<file path="src/design/gyro_to_pointer_motion_top_assert.svh">
// ----------------------------------------------------------------------------
// Gyro to pointer motion - assertion macros
// Concurrent check wrappers on clk, disabled while rst_n is low.
// ----------------------------------------------------------------------------
`ifndef GYRO_TO_POINTER_MOTION_TOP_ASSERT_SVH
`define GYRO_TO_POINTER_MOTION_TOP_ASSERT_SVH

// same-cycle implication
`define GTPM_ASSERT_IMP(label, ante, cons, msg) \
  label: assert property (@(posedge clk) disable iff (!rst_n) (ante) |-> (cons)) \
    else $error(msg);

// next-cycle implication
`define GTPM_ASSERT_NXT(label, ante, cons, msg) \
  label: assert property (@(posedge clk) disable iff (!rst_n) (ante) |=> (cons)) \
    else $error(msg);

`endif

</file>
<file path="src/design/gtpm_pkg.sv">
// ----------------------------------------------------------------------------
// Gyro to pointer motion - package
// Widths, register indexes and controller states shared by the design.
// ----------------------------------------------------------------------------
package gtpm_pkg;

  localparam int RATE_W           = 16;
  localparam int MOVE_W           = 16;
  localparam int SAMPLE_BITS      = 16;
  localparam int FILTER_FRAC_BITS = 16;
  localparam int GAIN_FRAC_BITS   = 8;
  localparam int SMOOTH_W         = SAMPLE_BITS + FILTER_FRAC_BITS;

  // calibration length, power of two: bias is an arithmetic shift of the sum
  localparam int CAL_SAMPLES = 256;
  localparam int CAL_SHIFT   = $clog2(CAL_SAMPLES);
  localparam int CAL_SUM_W   = SAMPLE_BITS + CAL_SHIFT;
  localparam int CAL_CNT_W   = $clog2(CAL_SAMPLES + 1);

  // shift-add unit
  localparam int ALPHA_W    = 16;
  localparam int DEAD_W     = 15;
  localparam int GAIN_W     = 16;
  localparam int MUL_STEPS  = ALPHA_W;
  localparam int MCAND_W    = SMOOTH_W + 1;
  localparam int ACC_W      = MCAND_W + 1;
  localparam int MOT_TAIL   = FILTER_FRAC_BITS + GAIN_FRAC_BITS - MUL_STEPS;
  localparam int MOTQ_W     = SMOOTH_W - MOT_TAIL;
  localparam int PHASE_LAST = MUL_STEPS + 1;
  localparam int CNT_W      = $clog2(PHASE_LAST + 1);

  localparam int IN_TDATA_W  = 2 * RATE_W;
  localparam int OUT_TDATA_W = 2 * MOVE_W;
  localparam int CFG_ADDR_W  = 3;
  localparam int CFG_DATA_W  = 16;

  localparam logic [CFG_ADDR_W-1:0] REG_FILTER_ALPHA    = 3'd0;
  localparam logic [CFG_ADDR_W-1:0] REG_DEAD_BAND       = 3'd1;
  localparam logic [CFG_ADDR_W-1:0] REG_GAIN_HORIZONTAL = 3'd2;
  localparam logic [CFG_ADDR_W-1:0] REG_GAIN_VERTICAL   = 3'd3;
  localparam logic [CFG_ADDR_W-1:0] REG_MOTION_FLOOR    = 3'd4;
  localparam logic [CFG_ADDR_W-1:0] REG_MOTION_CEILING  = 3'd5;

  localparam logic [ALPHA_W-1:0]       ALPHA_RST = 16'd52429;
  localparam logic signed [GAIN_W-1:0] GAIN_RST  = 16'sd256;
  localparam logic signed [MOVE_W-1:0] FLOOR_RST = -16'sd127;
  localparam logic signed [MOVE_W-1:0] CEIL_RST  = 16'sd127;

  typedef enum logic [5:0] {
    S_IDLE   = 6'b000001,
    S_FILT_X = 6'b000010,
    S_FILT_Y = 6'b000100,
    S_MOT_X  = 6'b001000,
    S_MOT_Y  = 6'b010000,
    S_DONE   = 6'b100000
  } state_t;

endpackage

</file>
<file path="src/design/gyro_to_pointer_motion_top.sv">
// ----------------------------------------------------------------------------
// Gyro to pointer motion - top level
// Rate samples: one item at a time, run through four phases of one shared
// bit-serial shift-add unit.
// Reset (rst_n low, synchronous) clears bias, sums, filters and config.
// ----------------------------------------------------------------------------
module gyro_to_pointer_motion_top (
  input  logic                                clk,
  input  logic                                rst_n,
  input  logic                                in_tvalid,
  output logic                                in_tready,
  input  logic [gtpm_pkg::IN_TDATA_W-1:0]     in_tdata,   // rate_x, rate_y
  input  logic                                in_tuser,   // kind
  output logic                                out_tvalid,
  input  logic                                out_tready,
  output logic [gtpm_pkg::OUT_TDATA_W-1:0]    out_tdata,  // move_x, move_y
  output logic                                out_tuser,  // calibrating
  input  logic                                cfg_we,
  input  logic [gtpm_pkg::CFG_ADDR_W-1:0]     cfg_addr,
  input  logic [gtpm_pkg::CFG_DATA_W-1:0]     cfg_wdata
);
  import gtpm_pkg::*;

  // config
  logic        [ALPHA_W-1:0] alpha_r;
  logic        [DEAD_W-1:0]  dead_band_r;
  logic signed [GAIN_W-1:0]  gain_h_r, gain_v_r;
  logic signed [MOVE_W-1:0]  floor_r, ceil_r;

  // state
  state_t                      state_r, state_nxt;
  logic        [CNT_W-1:0]     cnt_r, cnt_nxt;
  logic signed [SAMPLE_BITS-1:0] bias_x_r, bias_x_nxt, bias_y_r, bias_y_nxt;
  logic signed [CAL_SUM_W-1:0] cal_sum_x_r, cal_sum_x_nxt, cal_sum_y_r, cal_sum_y_nxt;
  logic        [CAL_CNT_W-1:0] cal_cnt_r, cal_cnt_nxt;
  logic                        cal_active_r, cal_active_nxt;
  logic signed [SMOOTH_W-1:0]  smooth_x_r, smooth_x_nxt, smooth_y_r, smooth_y_nxt;
  logic signed [RATE_W-1:0]    samp_x_r, samp_x_nxt, samp_y_r, samp_y_nxt;

  // shift-add unit
  logic signed [MCAND_W-1:0]   mcand_r, mcand_nxt;
  logic        [MUL_STEPS-1:0] mplier_r, mplier_nxt;
  logic signed [ACC_W-1:0]     acc_r, acc_nxt;
  logic signed [SMOOTH_W-1:0]  base_r, base_nxt;
  logic                        neg_r, neg_nxt;

  // result
  logic signed [MOVE_W-1:0]    res_x_r, res_x_nxt, res_y_r, res_y_nxt;
  logic                        res_cal_r, res_cal_nxt;
  logic                        out_valid_r, out_valid_nxt;
  logic [OUT_TDATA_W-1:0]      out_data_r, out_data_nxt;
  logic                        out_user_r, out_user_nxt;

  // datapath helpers
  logic                        in_fire;
  logic signed [RATE_W-1:0]    in_rate_x, in_rate_y;
  logic signed [CAL_SUM_W-1:0] sum_x_upd, sum_y_upd;
  logic        [CAL_CNT_W-1:0] cal_cnt_inc;
  logic                        sel_x;
  logic signed [RATE_W-1:0]    f_raw;
  logic signed [SAMPLE_BITS-1:0] f_bias, f_d;
  logic signed [SAMPLE_BITS:0] f_diff;
  logic signed [SMOOTH_W-1:0]  f_old, f_t;
  logic signed [MCAND_W-1:0]   f_dd;
  logic signed [ACC_W-1:0]     f_sum;
  logic signed [SMOOTH_W-1:0]  m_s;
  logic signed [GAIN_W-1:0]    m_g;
  logic        [SMOOTH_W-1:0]  m_mag;
  logic                        m_dz;
  logic        [GAIN_W-1:0]    m_gmag;
  logic        [MOTQ_W-1:0]    m_q;
  logic signed [MOTQ_W:0]      m_val, m_lo, m_fin;
  logic signed [ACC_W:0]       step_add, step_sum;

  assign in_tready  = (state_r == S_IDLE);
  assign in_fire    = in_tvalid && in_tready;
  assign in_rate_x  = in_tdata[RATE_W-1:0];
  assign in_rate_y  = in_tdata[IN_TDATA_W-1:RATE_W];
  assign out_tvalid = out_valid_r;
  assign out_tdata  = out_data_r;
  assign out_tuser  = out_user_r;

  always_comb begin
    sum_x_upd   = cal_sum_x_r + CAL_SUM_W'(in_rate_x);
    sum_y_upd   = cal_sum_y_r + CAL_SUM_W'(in_rate_y);
    cal_cnt_inc = cal_cnt_r + 1'b1;

    // filter operands: target and old - target
    sel_x  = (state_r == S_FILT_X);
    f_raw  = sel_x ? samp_x_r : samp_y_r;
    f_bias = sel_x ? bias_x_r : bias_y_r;
    f_old  = sel_x ? smooth_x_r : smooth_y_r;
    f_diff = (SAMPLE_BITS+1)'(f_raw) - (SAMPLE_BITS+1)'(f_bias);
    if (f_diff[SAMPLE_BITS] != f_diff[SAMPLE_BITS-1]) begin
      f_d = f_diff[SAMPLE_BITS] ? {1'b1, {(SAMPLE_BITS-1){1'b0}}}
                                : {1'b0, {(SAMPLE_BITS-1){1'b1}}};
    end else begin
      f_d = f_diff[SAMPLE_BITS-1:0];
    end
    f_t   = {f_d, {FILTER_FRAC_BITS{1'b0}}};
    f_dd  = MCAND_W'(f_old) - MCAND_W'(f_t);
    f_sum = ACC_W'(base_r) + acc_r;

    // motion operands: sign-magnitude, deadzone
    m_s    = (state_r == S_MOT_X) ? smooth_y_r : smooth_x_r;
    m_g    = (state_r == S_MOT_X) ? gain_h_r : gain_v_r;
    m_mag  = m_s[SMOOTH_W-1] ? SMOOTH_W'(-m_s) : SMOOTH_W'(m_s);
    m_dz   = m_mag < SMOOTH_W'({dead_band_r, {FILTER_FRAC_BITS{1'b0}}});
    m_gmag = m_g[GAIN_W-1] ? GAIN_W'(-m_g) : GAIN_W'(m_g);

    // motion commit: truncate toward zero, then floor and ceiling
    m_q   = acc_r[SMOOTH_W-1:MOT_TAIL];
    m_val = neg_r ? -$signed({1'b0, m_q}) : $signed({1'b0, m_q});
    m_lo  = (m_val < (MOTQ_W+1)'(floor_r)) ? (MOTQ_W+1)'(floor_r) : m_val;
    m_fin = (m_lo > (MOTQ_W+1)'(ceil_r)) ? (MOTQ_W+1)'(ceil_r) : m_lo;

    // one multiplier bit per cycle, accumulator shifts right with floor
    step_add = mplier_r[0] ? (ACC_W+1)'(mcand_r) : '0;
    step_sum = (ACC_W+1)'(acc_r) + step_add;
  end

  always_comb begin
    state_nxt      = state_r;
    cnt_nxt        = cnt_r;
    bias_x_nxt     = bias_x_r;
    bias_y_nxt     = bias_y_r;
    cal_sum_x_nxt  = cal_sum_x_r;
    cal_sum_y_nxt  = cal_sum_y_r;
    cal_cnt_nxt    = cal_cnt_r;
    cal_active_nxt = cal_active_r;
    smooth_x_nxt   = smooth_x_r;
    smooth_y_nxt   = smooth_y_r;
    samp_x_nxt     = samp_x_r;
    samp_y_nxt     = samp_y_r;
    mcand_nxt      = mcand_r;
    mplier_nxt     = mplier_r;
    acc_nxt        = acc_r;
    base_nxt       = base_r;
    neg_nxt        = neg_r;
    res_x_nxt      = res_x_r;
    res_y_nxt      = res_y_r;
    res_cal_nxt    = res_cal_r;
    out_valid_nxt  = out_valid_r;
    out_data_nxt   = out_data_r;
    out_user_nxt   = out_user_r;

    if (out_valid_r && out_tready) begin
      out_valid_nxt = 1'b0;
    end

    unique case (state_r)
      S_IDLE: begin
        if (in_fire) begin
          res_x_nxt   = '0;
          res_y_nxt   = '0;
          res_cal_nxt = 1'b1;
          if (in_tuser) begin
            cal_active_nxt = 1'b1;
            cal_cnt_nxt    = '0;
            cal_sum_x_nxt  = '0;
            cal_sum_y_nxt  = '0;
            state_nxt      = S_DONE;
          end else if (cal_active_r) begin
            cal_sum_x_nxt = sum_x_upd;
            cal_sum_y_nxt = sum_y_upd;
            cal_cnt_nxt   = cal_cnt_inc;
            if (cal_cnt_inc == CAL_CNT_W'(CAL_SAMPLES)) begin
              bias_x_nxt     = sum_x_upd[CAL_SUM_W-1:CAL_SHIFT];
              bias_y_nxt     = sum_y_upd[CAL_SUM_W-1:CAL_SHIFT];
              smooth_x_nxt   = '0;
              smooth_y_nxt   = '0;
              cal_active_nxt = 1'b0;
              cal_cnt_nxt    = '0;
            end
            state_nxt = S_DONE;
          end else begin
            samp_x_nxt  = in_rate_x;
            samp_y_nxt  = in_rate_y;
            res_cal_nxt = 1'b0;
            cnt_nxt     = '0;
            state_nxt   = S_FILT_X;
          end
        end
      end
      S_FILT_X, S_FILT_Y: begin
        cnt_nxt = cnt_r + 1'b1;
        if (cnt_r == '0) begin
          mcand_nxt  = f_dd;
          mplier_nxt = alpha_r;
          acc_nxt    = '0;
          base_nxt   = f_t;
        end else if (cnt_r <= CNT_W'(MUL_STEPS)) begin
          acc_nxt    = step_sum[ACC_W:1];
          mplier_nxt = mplier_r >> 1;
        end else begin
          cnt_nxt = '0;
          if (sel_x) begin
            smooth_x_nxt = f_sum[SMOOTH_W-1:0];
            state_nxt    = S_FILT_Y;
          end else begin
            smooth_y_nxt = f_sum[SMOOTH_W-1:0];
            state_nxt    = S_MOT_X;
          end
        end
      end
      S_MOT_X, S_MOT_Y: begin
        cnt_nxt = cnt_r + 1'b1;
        if (cnt_r == '0) begin
          mcand_nxt  = m_dz ? '0 : $signed({1'b0, m_mag});
          mplier_nxt = m_gmag;
          acc_nxt    = '0;
          // move_y uses the negated x rate
          neg_nxt    = ((state_r == S_MOT_X) ? m_s[SMOOTH_W-1] : !m_s[SMOOTH_W-1])
                       ^ m_g[GAIN_W-1];
        end else if (cnt_r <= CNT_W'(MUL_STEPS)) begin
          acc_nxt    = step_sum[ACC_W:1];
          mplier_nxt = mplier_r >> 1;
        end else begin
          cnt_nxt = '0;
          if (state_r == S_MOT_X) begin
            res_x_nxt = m_fin[MOVE_W-1:0];
            state_nxt = S_MOT_Y;
          end else begin
            res_y_nxt = m_fin[MOVE_W-1:0];
            state_nxt = S_DONE;
          end
        end
      end
      S_DONE: begin
        if (!out_valid_r || out_tready) begin
          out_valid_nxt = 1'b1;
          out_data_nxt  = {res_y_r, res_x_r};
          out_user_nxt  = res_cal_r;
          state_nxt     = S_IDLE;
        end
      end
      default: begin
        state_nxt = S_IDLE;
      end
    endcase
  end

  always_ff @(posedge clk) begin
    if (!rst_n) begin
      state_r      <= S_IDLE;
      cnt_r        <= '0;
      bias_x_r     <= '0;
      bias_y_r     <= '0;
      cal_sum_x_r  <= '0;
      cal_sum_y_r  <= '0;
      cal_cnt_r    <= '0;
      cal_active_r <= 1'b0;
      smooth_x_r   <= '0;
      smooth_y_r   <= '0;
      out_valid_r  <= 1'b0;
    end else begin
      state_r      <= state_nxt;
      cnt_r        <= cnt_nxt;
      bias_x_r     <= bias_x_nxt;
      bias_y_r     <= bias_y_nxt;
      cal_sum_x_r  <= cal_sum_x_nxt;
      cal_sum_y_r  <= cal_sum_y_nxt;
      cal_cnt_r    <= cal_cnt_nxt;
      cal_active_r <= cal_active_nxt;
      smooth_x_r   <= smooth_x_nxt;
      smooth_y_r   <= smooth_y_nxt;
      out_valid_r  <= out_valid_nxt;
    end
  end

  always_ff @(posedge clk) begin
    samp_x_r   <= samp_x_nxt;
    samp_y_r   <= samp_y_nxt;
    mcand_r    <= mcand_nxt;
    mplier_r   <= mplier_nxt;
    acc_r      <= acc_nxt;
    base_r     <= base_nxt;
    neg_r      <= neg_nxt;
    res_x_r    <= res_x_nxt;
    res_y_r    <= res_y_nxt;
    res_cal_r  <= res_cal_nxt;
    out_data_r <= out_data_nxt;
    out_user_r <= out_user_nxt;
  end

  always_ff @(posedge clk) begin
    if (!rst_n) begin
      alpha_r     <= ALPHA_RST;
      dead_band_r <= '0;
      gain_h_r    <= GAIN_RST;
      gain_v_r    <= GAIN_RST;
      floor_r     <= FLOOR_RST;
      ceil_r      <= CEIL_RST;
    end else if (cfg_we) begin
      unique case (cfg_addr)
        REG_FILTER_ALPHA:    alpha_r     <= cfg_wdata[ALPHA_W-1:0];
        REG_DEAD_BAND:       dead_band_r <= cfg_wdata[DEAD_W-1:0];
        REG_GAIN_HORIZONTAL: gain_h_r    <= cfg_wdata[GAIN_W-1:0];
        REG_GAIN_VERTICAL:   gain_v_r    <= cfg_wdata[GAIN_W-1:0];
        REG_MOTION_FLOOR:    floor_r     <= cfg_wdata[MOVE_W-1:0];
        REG_MOTION_CEILING:  ceil_r      <= cfg_wdata[MOVE_W-1:0];
        default: ;
      endcase
    end
  end

`include "gyro_to_pointer_motion_top_assert.svh"

  `GTPM_ASSERT_IMP(a_cal_zero_motion, out_tvalid && out_tuser, out_tdata == '0, "nonzero motion while calibrating")
  `GTPM_ASSERT_IMP(a_cal_cnt_idle, !cal_active_r, cal_cnt_r == '0, "calibration count left over")
  `GTPM_ASSERT_IMP(a_step_cnt_range, state_r != S_IDLE, cnt_r <= CNT_W'(PHASE_LAST), "phase counter overrun")
  `GTPM_ASSERT_NXT(a_sample_starts_filter, in_fire && !in_tuser && !cal_active_r, state_r == S_FILT_X, "sample did not start filter")

endmodule
</file>
<file path="config.mk">
export PLATFORM = sky130hd
export DESIGN_NAME = gyro_to_pointer_motion_top
export DESIGN_NICKNAME = d
export VERILOG_FILES = /design/src/design/gtpm_pkg.sv /design/src/design/gyro_to_pointer_motion_top.sv
export VERILOG_INCLUDE_DIRS = /design/src /design/src/design
export SDC_FILE = /design/constraint.sdc
export NUM_CORES = 1
export LEC_CHECK = 0
export BUFFER_PORTS_ARGS = -buffer_cell sky130_fd_sc_hd__buf_2
export CAP_MARGIN = 20
export CORE_MARGIN = 1
export CORE_UTILIZATION = 34
export CTS_CLUSTER_DIAMETER = 200
export DETAILED_ROUTE_END_ITERATION = 8
export MAX_ROUTING_LAYER = met4
export PLACE_DENSITY = 0.48
export SETUP_SLACK_MARGIN = 0.15
export SYNTH_ARGS = -nofsm -noshare
export SYNTH_HDL_FRONTEND = slang
export SYNTH_SLANG_ARGS = --single-unit
</file>
<file path="constraint.sdc">
create_clock -name clk -period 8.8 [get_ports clk]
set_input_delay 2.2 -clock clk [delete_from_list [all_inputs] [get_ports clk]]
set_output_delay 2.2 -clock clk [all_outputs]
set_load 0.03 [all_outputs]
</file>
## After elaboration in Yosys (flattened, before gate mapping)

Cells that the tools add are included.

| storage, ports and cells | value |
|---|---|
| output and inout port bits | 35 |
| input port bits | 57 |
| logic and storage cells | 188 |
| flip-flop bits (word level) | 459 |

| cells by class | value |
|---|---|
| $lt $le $gt $ge | 4 |
| reduce and logical (&&, ||, !) cells | 37 |
| eq/ne operators | 29 |
| mux-type cells | 75 |
| add/sub/neg operators | 11 |
| bitwise operators | 3 |

Operators by type and width:

| kind | number |
|---|---|
| 32-bit two-way mux | 14 |
| 16-bit two-way mux | 17 |
| 32-bit case mux with 2 select lines | 2 |
| 24-bit two-way mux | 4 |
| 16-bit case mux with 2 select lines | 3 |
| 33-bit two-way mux | 2 |
| 33-bit case mux with 2 select lines | 1 |
| 6-bit two-way mux | 9 |
| 25-bit two-way mux | 2 |
| 24-bit by 16-bit adder with 24-bit output | 2 |
| 34-bit by 35-bit adder with 35-bit output | 1 |
| 35-bit two-way mux | 1 |
| 34-bit two-way mux | 1 |
| 32-bit by 32-bit subtractor with 33-bit output | 1 |
| 32-bit adder | 1 |
| 32-bit by 31-bit < comparator with 1-bit output | 1 |
| 32-bit negation | 1 |
| 9-bit two-way mux | 3 |
| 2-bit inequality test, second input constant | 13 |
| 25-bit by 16-bit > comparator with 1-bit output | 1 |
| 25-bit by 16-bit < comparator with 1-bit output | 1 |
| 5-bit two-way mux | 5 |
| 24-bit negation with 25-bit output | 1 |
| 6-bit case mux with 4 select lines | 1 |
| other kinds (36) | 71 |

## Depth between registers and ports, before layout

Gate-level depths: netlist of run 1.

| depth | value |
|---|---|
| depth in word-level cells | 10 |
| gate-level depth with buffers | 34 |
| depth with buffers taken out | 28 |

## Least setup slack after synthesis of run 1

Ideal clock, no wire load.

| timing | value |
|---|---|
| path kind | reg-to-reg |
| start point | reg state_r[4] |
| end point | reg mcand_r[30], data pin |
| slack | 1.216 ns |
| arrival time | 7.327 ns |
| setup time | 0.257 ns |
| buffers on the path | 5 |
| cell stages (with the launch flop) | 34 |
| data required time | 8.543 ns |
| clock period less this slack | 7.584 ns |
| cells stage by stage | dfxtp_1 > buf_2 > or4_1 > nor3b_1 > clkbuf_1 > clkbuf_1 > mux2i_1 > inv_1 > ha_1 > nor2b_1 > o21ai_0 > a21oi_1 > o21a_1 > o41ai_1 > o211ai_1 > a31o_2 > a21oi_1 > xnor2_1 > ha_1 > o311ai_0 > clkbuf_1 > clkbuf_1 > o21ai_0 > ha_1 > fa_1 > nor2b_1 > o21a_1 > o21ai_0 > a21oi_1 > a41oi_1 > a21oi_1 > a31o_2 > nand2_1 > a32o_1 |

| on the way | value |
|---|---|
| longest elaborated chain between the ends | 8 |
| elaborated cells between the ends (all ways) | 22 |
| those cells by class | add/sub: 3; order compare: 1; eq/ne: 5; mux: 11; reduce/logical: 2 |

RTL lines:

| element | RTL line | RTL |
|---|---|---|
| start: declaration | gyro_to_pointer_motion_top.sv:31 | `state_t state_r, state_nxt;` |
| start signal: assignment | gyro_to_pointer_motion_top.sv:257 | `state_r <= state_nxt;` |
| 6-bit by 2-bit == test with 1-bit output * | gyro_to_pointer_motion_top.sv:89 | `sel_x = (state_r == S_FILT_X);` |
| 16-bit two-way mux (on tied branches) | gyro_to_pointer_motion_top.sv:90, gyro_to_pointer_motion_top.sv:91 |  |
| 16-bit by 16-bit subtractor with 17-bit output * | gyro_to_pointer_motion_top.sv:93 | `f_diff = (SAMPLE_BITS+1)'(f_raw) - (SAMPLE_BITS+1)'(f_bias);` |
| 16-bit two-way mux / 1-bit inequality test (equally long branches) | gyro_to_pointer_motion_top.sv:95, gyro_to_pointer_motion_top.sv:94 |  |
| 16-bit two-way mux * | gyro_to_pointer_motion_top.sv:94 | `if (f_diff[SAMPLE_BITS] != f_diff[SAMPLE_BITS-1]) begin` |
| via f_d[0] | gyro_to_pointer_motion_top.sv:61 | `logic signed [SAMPLE_BITS-1:0] f_bias, f_d;` |
| 32-bit by 32-bit subtractor with 33-bit output * | gyro_to_pointer_motion_top.sv:101 | `f_dd = MCAND_W'(f_old) - MCAND_W'(f_t);` |
| 33-bit two-way mux * | gyro_to_pointer_motion_top.sv:187 | `if (cnt_r == '0) begin` |
| 33-bit case mux with 2 select lines * | gyro_to_pointer_motion_top.sv:151 | `unique case (state_r)` |
| via mcand_nxt[30] | gyro_to_pointer_motion_top.sv:41 | `logic signed [MCAND_W-1:0] mcand_r, mcand_nxt;` |
| end signal: assignment | gyro_to_pointer_motion_top.sv:274 | `mcand_r <= mcand_nxt;` |
| end: declaration | gyro_to_pointer_motion_top.sv:41 |  |

The timed path passes the listed nets; every way through them passes the cells marked *. The select of a mux whose other input is x is not followed.
A chain may end at the register's enable or synchronous reset.

## Worst setup path in the final report of run 1

| timing | value |
|---|---|
| start point | reg state_r[2] |
| end point | reg mcand_r[30], data pin |

The elaborated chain is that of the path after synthesis.

==> flow_summary.toml, run 1 <==
[critical_path]
critical_path_class = "register to register"
cp_data_required_time_ns = 9.18
slowest_delay_ns = 0.55
worst_r2r_path_depth = 30
arrival_ns = 8.13
worst_setup_path_start_kind = "register"
cpMostUsedCell = "a21oi_1"
path_max_fanout = 39
endpoint_kind = "register"
cpMaxStageDelayCell = "or4_1"

[detailed_routing]
wl_met2_um = 41400
met1_length_um = 40220
routed.top_layer = "met4"
wl_met3_um = 4032
drt_iter0_markers = 1682
detail-route-antenna-nets = 0
first_pass_iters = 5
drt-wirelength-per-cell_um = 20.31
wl_um = 88100
drc = 0
viasPerCell = 5.450
num_vias = 23640

[global_route]
grt_max_degree = 138
groute.usage.overall_pct = 21.65
grt_overflow_total = 0
grt_pass1_vias = 23230
antenna_found_initial = 2
grt_pass1_wl_um = 136200

[clock_tree]
clock_path_buffers = 3
clock-root-buffer = "clkbuf_16"
post_cts_buffers = 0
numCtsBuffers = 54
cts_hold_buf = 0
cts.htree.levels = 2
path_clk_slew_ns = 0.07
cts_sinks = 459
cts_tree = "done"
worstSkewPairLatency_ns = 0.64
cts_resized = 0

[cells_and_area]
fillers = 8073
drive_gt1_share_pct = 8.908
final_nets = 3492
final_cell_mix = "nand2_1, a21oi_1, dfxtp_1"
syn_to_final_growth_pct = 12.47
antenna_cells = 0
layout.cells.most_common = "nand2_1"
final_util_pct = 38.76

[floorplanning]
num_rows = 104
start_util_pct = 34.47
die-area_um2 = 83060
die_h_um = 288.2
core_um2 = 80810
io_pins = 92
die_x_um = 288.2

[sta]
slew_headroom_pct = 25.57
maxSlewViolCount = 0
final-hold-violation-count = 0
min_period_over_period_pct = 88.11
rsz0062_at_grt = "no"
setup_viol = 0
fmax_mhz = 129.0
tns_ns = 0
fin_ws_ns = 1.046
fin_skew_ns = 0.03452
period_minus_slack_ns = 7.754
holdWs_ns = 0.4174
worstMarginPinSlew_ns = 1.112

[status]
outcome = "finished clean"

[min_path]
hold_depth = 0
min_path_type = "register to register"

[synth]
ys_seq_area_share_pct = 40.11
synthCells = 3203
ys_types = 88
synth_top_cell_area_share_pct = 21.35
ys_ff_latch = 459
yosys.area.top_type = "edfxtp_1"
avgSynthCellArea_um2 = 8.695
synth.net_count = 3463
netlist_area_um2 = 27850
ys_async_sr_fraction_pct = 0
synth_edf_count = 198
synth_flop_cell = "dfxtp_1"
yosys-top-cells-area = "edfxtp_1, dfxtp_1, ha_1, nand2_1, a21oi_1"
ys.warnings.count = 0

[flow_run]
max_cap_viol_count = 0

[placed_design]
place_hpwl_um = 62790
port_buffers = 91
dp_slack_ns = 1.132
gp_congestion = 0.9199

[power]
power_density_nw_per_um2 = 185.0
p_total_mw = 5.794
peakVddDrop_uv = 146.5
leakage_nw = 12.09
## logic make-up (layout without fill, tap and decap cells)
family	Yosys count	in the layout	synth area share (%)
adders and majority gates	203	203	9.282
DFF	459	459	40.11
AOI/OAI and AO/OA	824	824	18.51
buffers and inverters	261	336	3.675
xor gates and xnor gates	174	174	5.521
and+or+nand+nor	1192	1192	19.56
muxes	90	90	3.347
## layer usage
layer / global-route usage (%) / vias up
met5: - / -
met3: 2.512 / 132
li1: - / 11580
met2: 35.15 / 578
met1: 28.11 / 11360
met4: 6.733 / 0
## through the flow
step                      instances  instance area (um2)
final                          4338                31320
after global routing           4338                31320
after floorplan                3203                27850
after detailed placement       4233                29410
after CTS                      4335                31270
after global placement         4231                29390
## registers in the layout (all words and copies together) (netlist names), 24 cells and up
name         count
smooth_y_r      32
acc_r           34
smooth_x_r      32
cal_sum_y_r     24
cal_sum_x_r     24
out_tdata       32
mcand_r         33
## synth_stat cells (21+ instances only)
library cell    n
nand4_1        26
nand3_1       104
xor2_1         68
nor4_1         22
o21ai_0       127
mux2_2         22
edfxtp_1      198
nor3_1         53
o22ai_1        22
and2_1         38
nand2b_1       35
nor2_1        213
and3_1         23
nor2b_1        26
dfxtp_1       261
ha_1          197
o211ai_1       33
nand2_1       560
a21oi_1       330
o21a_1         28
a211oi_1       35
inv_1         103
a31oi_1        28
mux2i_1        67
or3_1          27
o31ai_1        21
clkbuf_1      124
xnor2_1       105
a22oi_1        37
a21o_1         48
## layout make-up
class	instances	area (um2)	share of cell area, %
clock inverters	35	374.1	1.194
clock buffers	67	1486	4.746
flip-flops and latches	459	11170	35.66
well taps	1060	1326	4.234
multi-input cells	2483	15760	50.32
repair buffers	130	809.5	2.584
inverters	104	395.4	1.262
## power by group
| group | total (mW) | internal (mW) | switching [mW] | leakage [nW] |
|---|---|---|---|---|
| sequential | 2.42 | 2.36 | 0.0555 | 3.91 |
| combinational | 1.02 | 0.359 | 0.657 | 7.26 |
| clock | 2.36 | 1.38 | 0.980 | 0.911 |
## worst max-delay path: cells and delay by family, from the launching register on
kind / cells / cell delay, ns
AND/OR/NAND/NOR: 5 / 1.18
flip-flops: 1 / 0.43
adder cells (fa/ha/maj): 4 / 0.99
buffers and inverters: 3 / 0.97
multiplexers: 1 / 0.26
AO/OA/AOI/OAI: 16 / 3.56
XOR/XNOR: 1 / 0.11
## final timing paths
kind | to | startpoint | slack, ns
setup / recovery | mcand_r[30] | state_r[2] | 1.05
hold / removal | out_tdata[18] | res_y_r[2] | 0.42
setup reg to reg | mcand_r[30] | state_r[2] | 1.05
hold reg to reg | out_tdata[18] | res_y_r[2] | 0.42
Power figures use the tool's default switching activity.
==> run 2, diff against run 1 <==
--- a/config.mk
+++ b/config.mk
@@ -13,7 +13,7 @@
 export CTS_CLUSTER_DIAMETER = 200
 export DETAILED_ROUTE_END_ITERATION = 8
 export MAX_ROUTING_LAYER = met4
-export PLACE_DENSITY = 0.48
+export PLACE_DENSITY = 0.5
 export SETUP_SLACK_MARGIN = 0.15
 export SYNTH_ARGS = -nofsm -noshare
 export SYNTH_HDL_FRONTEND = slang
==> constraint.sdc (replaced) <==
create_clock -name clk -period 6.4 [get_ports clk]
set_input_delay 1.6 -clock clk [delete_from_list [all_inputs] [get_ports clk]]
set_output_delay 1.6 -clock clk [all_outputs]
set_load 0.03 [all_outputs]
==> flow_summary.toml, run 2 (synthesis results as in run 1) <==
[detailed_routing]
wl_um = 87880
detail-route-antenna-nets = 0
drt_iter0_markers = 1636
viasPerCell = 5.330
drt-wirelength-per-cell_um = 19.79
first_pass_iters = 7
drc = 0
num_vias = 23670

[cells_and_area]
final_util_pct = 40.28
final_cell_mix = "nand2_1, a21oi_1, dfxtp_1"
top_register = "acc_r"
drive_gt1_share_pct = 13.25
syn_to_final_growth_pct = 16.87
layout.cells.most_common = "nand2_1"
largest_reg_flops = 34
top_regs = "acc_r (34), mcand_r (33)"
final_nets = 3593
antenna_cells = 0

[clock_tree]
numCtsBuffers = 55
cts.htree.levels = 2
clock_path_buffers = 3
cts_hold_buf = 0
cts_sinks = 459
clock-root-buffer = "clkbuf_16"
worstSkewPairLatency_ns = 0.65
cts_tree = "done"
path_clk_slew_ns = 0.07

[floorplanning]
io_pins = 92
die_h_um = 288.2
core_um2 = 80810
die_x_um = 288.2
die-area_um2 = 83060
start_util_pct = 34.47
num_rows = 104

[sta]
final-hold-violation-count = 0
fmax_mhz = 162.9
period_minus_slack_ns = 6.137
rsz0062_at_grt = "yes"
min_period_over_period_pct = 95.90
maxSlewViolCount = 0
worstMarginPinSlew_ns = 1.111
setup_viol = 0
fin_skew_ns = 0.02690
slew_headroom_pct = 25.67
holdWs_ns = 0.4170

[min_path]
hold_depth = 0
min_path_type = "register to register"

[power]
leakage_nw = 12.63
peakVddDrop_uv = 192.1
power_density_nw_per_um2 = 253.4

[critical_path]
arrival_ns = 6.53
worst_r2r_path_depth = 33
r2r_slack_ns = 0.26
endpoint_kind = "register"
cp_num_buf_inv = 14
cp_num_cells = 33
worst_setup_path_start_kind = "register"
critPathTopFamily = "buffers and inverters"
path_max_fanout = 4
slowest_delay_ns = 0.53
cp_data_required_time_ns = 6.80
critical_path_class = "register to register"
cpMostUsedCell = "buf_4"
cpMaxStageDelayCell = "or4_4"

[global_route]
grt_max_degree = 78
grt_overflow_total = 0
groute.usage.overall_pct = 21.42
grt_pass1_wl_um = 134900
grt_pass1_vias = 22830
antenna_found_initial = 1

[placed_design]
place_hpwl_um = 62190
gp_congestion = 0.8857
port_buffers = 91

[status]
outcome = "finished clean"

[flow_run]
max_cap_viol_count = 0
run 2: per-stage QoR:
stage | total power [mW] | std cells | instance area, um2 | TNS (ns) | worst slack [ns]
floorplan | 4.328 | 3203 | 27940 | -0.03363 | -0.03363
global placement | 4.827 | 4292 | 29940 | 0 | 0.02963
detailed placement | 4.822 | 4292 | 29940 | -0.03920 | -0.03920
CTS | 8.229 | 4429 | 32210 | 0 | 0.1545
global route | 8.588 | 4440 | 32550 | 0 | 0.01926
finish | 8.249 | 4440 | 32550 | 0 | 0.2625
run 2: metal layers:
metal / share of wire, % / global-route usage, % / vias to the layer above
met1: 47 / 28.16 / 11260
met3: 4.1 / 2.188 / 107
li1: - / - / 11800
met5: 0 / - / -
met2: 47 / 35.38 / 499
met4: 1.9 / 4.907 / 0
run 2: area by class of cell:
class | instances | area (um2)
clock buffers | 70 | 1568
clock inverters | 34 | 360.3
fillers | 8101 | 48260
inverters | 104 | 395.4
multi-input cells | 2483 | 16120
flip-flops and latches | 459 | 11170
well taps | 1060 | 1326
repair buffers | 230 | 1608
run 2: where the power goes:
group | internal (mW) | total (mW) | leakage [nW] | switching [mW]
clock | 1.91 | 3.32 | 0.932 | 1.41
sequential | 3.25 | 3.31 | 3.92 | 0.0623
combinational | 0.637 | 1.62 | 7.78 | 0.981
total | 5.80 | 8.25 | 12.6 | 2.45
run 2: final timing paths:
kind                                 start       endpoint
worst max-delay path            state_r[2]    mcand_r[30]
worst min-delay path            res_y_r[4]  out_tdata[20]
worst max register to register  state_r[2]    mcand_r[30]
worst min register to register  res_y_r[4]  out_tdata[20]
run 2: worst register-to-register path: cells and delay by family, from the launching register on:
kind | cells | cell delay (ns)
adder cells (fa/ha/maj) | 2 | 0.51
AO/OA/AOI/OAI | 8 | 1.63
flip-flops | 1 | 0.32
AND/OR/NAND/NOR | 7 | 1.33
XOR/XNOR | 1 | 0.18
buffers and inverters | 14 | 1.73
multiplexers | 1 | 0.22
run 2: timing repair:
item,in CTS,in global routing
gates cloned,0,0
setup buffers,33,10
setup endpoints to repair,6,41
pin swaps,21,30
endpoints found under the hold margin,0,0
gates resized for setup,18,48
==> run 3, diff against run 2 <==
--- a/config.mk
+++ b/config.mk
@@ -6,6 +6,7 @@
 export SDC_FILE = /design/constraint.sdc
 export NUM_CORES = 1
 export LEC_CHECK = 0
+export ABC_AREA = 1
 export BUFFER_PORTS_ARGS = -buffer_cell sky130_fd_sc_hd__buf_2
 export CAP_MARGIN = 20
 export CORE_MARGIN = 1
==> flow_summary.toml, run 3 <==
[global_route]
antenna_found_initial = 4
grt_overflow_total = 0
grt_max_degree = 110
groute.usage.overall_pct = 21.17
grt_pass1_wl_um = 133900
grt_pass1_vias = 23250

[synth]
netlist_area_um2 = 27980
ys_seq_area_share_pct = 39.92
ys_ff_latch = 459
ys_types = 57
yosys-top-cells-count = "nand2_1, a21oi_1, inv_1"
avgSynthCellArea_um2 = 7.522
synth.most_common_cell = "nand2_1"
ys_async_sr_fraction_pct = 0
synthCells = 3720
yosys-top-cells-area = "edfxtp_1, dfxtp_1, nand2_1, ha_1, a21oi_1"
synth_flop_cell = "dfxtp_1"
ys.warnings.count = 0
synth.net_count = 3980
synth_edf_count = 198
yosys.area.top_type = "edfxtp_1"
synth_top_cell_area_share_pct = 21.25

[clock_tree]
cts.htree.levels = 2
numCtsBuffers = 53
clock_path_buffers = 3
clock-root-buffer = "clkbuf_16"
path_clk_slew_ns = 0.06
worstSkewPairLatency_ns = 0.62
cts_tree = "done"
cts_sinks = 459

[sta]
holdWs_ns = 0.4184
fin_skew_ns = 0.03677
min_period_over_period_pct = 89.95
setup_viol = 0
rsz0062_at_grt = "no"
maxSlewViolCount = 0
fin_ws_ns = 0.6434
tns_ns = 0
worstMarginPinSlew_ns = 1.079
final-hold-violation-count = 0
fmax_mhz = 173.7
period_minus_slack_ns = 5.757
slew_headroom_pct = 28.06

[critical_path]
critPathTopFamily = "simple AND/OR/NAND/NOR gates"
worstReg2RegEnd = "res_y_r[15]"
cp_data_required_time_ns = 6.76
r2r_slack_ns = 0.64
cp_num_buf_inv = 4
worst_r2r_path_depth = 35
critical_path_class = "register to register"
arrival_ns = 6.12
cpMostUsedCell = "nand2_1"
path_max_fanout = 16
cpMaxStageDelayCell = "edfxtp_1"
rr_startpoint = "acc_r[10]"
worst_setup_path_start_kind = "register"
slowest_delay_ns = 0.46
endpoint_kind = "register"

[placed_design]
gp_congestion = 0.9094
place_hpwl_um = 64040
port_buffers = 91
dp_slack_ns = 0.02539

[power]
p_total_mw = 13.74
leakage_nw = 13.82
power_density_nw_per_um2 = 434.7
peakVddDrop_uv = 412.5

[detailed_routing]
num_vias = 24630
drt_iter0_markers = 1617
detail-route-antenna-nets = 0
drc = 0
wl_um = 85940
viasPerCell = 5.033
drt-wirelength-per-cell_um = 17.56
first_pass_iters = 5

[cells_and_area]
final_util_pct = 39.06
drive_gt1_share_pct = 8.583
final_nets = 4048
antenna_cells = 0
register_area_um2 = 11180
final_cell_mix = "nand2_1, a21oi_1, inv_1"
top_register = "acc_r"
syn_to_final_growth_pct = 12.97
top_regs = "acc_r (34), mcand_r (33)"
multi_input_area_um2 = 14680
fillers = 8558
layout.cells.most_common = "nand2_1"
largest_reg_flops = 34

[floorplanning]
die-area_um2 = 83450
core_um2 = 80940
io_pins = 92
die_h_um = 288.9
start_util_pct = 34.57
die_x_um = 288.9
num_rows = 104

[flow_run]
max_cap_viol_count = 0

[min_path]
min_path_type = "register to register"
min_from = "res_y_r[3]"
hold_depth = 0
hold_end = "out_tdata[19]"

[status]
outcome = "finished clean"
run 3: cell types whose count changed after synthesis, sizes merged, moves of 82 or more:
| cell | before | now |
|---|---|---|
| a21oi | 330 | 452 |
| inv | 104 | 439 |
| nand2 | 562 | 827 |
| nor2 | 215 | 321 |
| o21ai | 131 | 383 |
| xnor2 | 105 | 23 |
run 3: worst max path at each step:
| stage | startpoint | end | slack (ns) | cells past startpoint |
|---|---|---|---|---|
| floorplan | state_r[2] | mcand_r[29] | 0.21 | 39 |
| global placement | acc_r[8] | res_y_r[1] | 0.20 | 34 |
| detailed placement | state_r[1] | mcand_r[29] | 0.03 | 35 |
| CTS | acc_r[10] | res_y_r[1] | 0.16 | 34 |
| global route | state_r[1] | mcand_r[29] | 0.17 | 36 |
| finish | acc_r[10] | res_y_r[15] | 0.64 | 35 |
run 3: final cells by class:
| type | instances | area share [%] |
|---|---|---|
| clock buffers | 80 | 4.995 |
| clock inverters | 20 | 0.8154 |
| inverters | 446 | 5.312 |
| multi-input cells | 2681 | 46.45 |
| flip-flops and latches | 459 | 35.35 |
| well taps | 1060 | 4.196 |
| repair buffers | 147 | 2.882 |
run 3: timing repair:
item | in CTS | in global routing
hold buffers | 0 | 0
buffers inserted | 0 | 9
endpoints found under the hold margin | 0 | 0
gates resized for setup | 2 | 36
gates cloned | 0 | 1
endpoints found under the setup margin | 3 | 42
pin swaps | 0 | 4
run 3: cells by family after synthesis:
family	after synthesis	share of synthesized area (%)
simple gates	1399	20.57
flops	459	39.92
xor+xnor	81	2.535
fa+ha+maj	203	9.238
buf+inv	581	8.147
compound gates	984	19.12
mux	13	0.4650
run 3: routing by layer:
| layer | wire (um) | global-route usage (%) | vias up |
|---|---|---|---|
| li1 | - | - | 12670 |
| met1 | 41560 | 29.32 | 11310 |
| met2 | 37770 | 32.51 | 523 |
| met3 | 4395 | 2.669 | 124 |
| met4 | 2218 | 5.434 | 0 |
| met5 | 0 | - | - |
run 3: power by group:
group | leakage [nW] | switching, mW | internal, mW
logic | 8.97 | 4.53 | 1.94
clock network | 0.905 | 1.29 | 1.91
registers | 3.95 | 0.234 | 3.85
run 3: stage by stage:
stage               std cells  area (um2)
floorplan                3720       27990
global placement         4781       29570
detailed placement       4781       29570
CTS                      4881       31410
global route             4893       31610
finish                   4893       31610
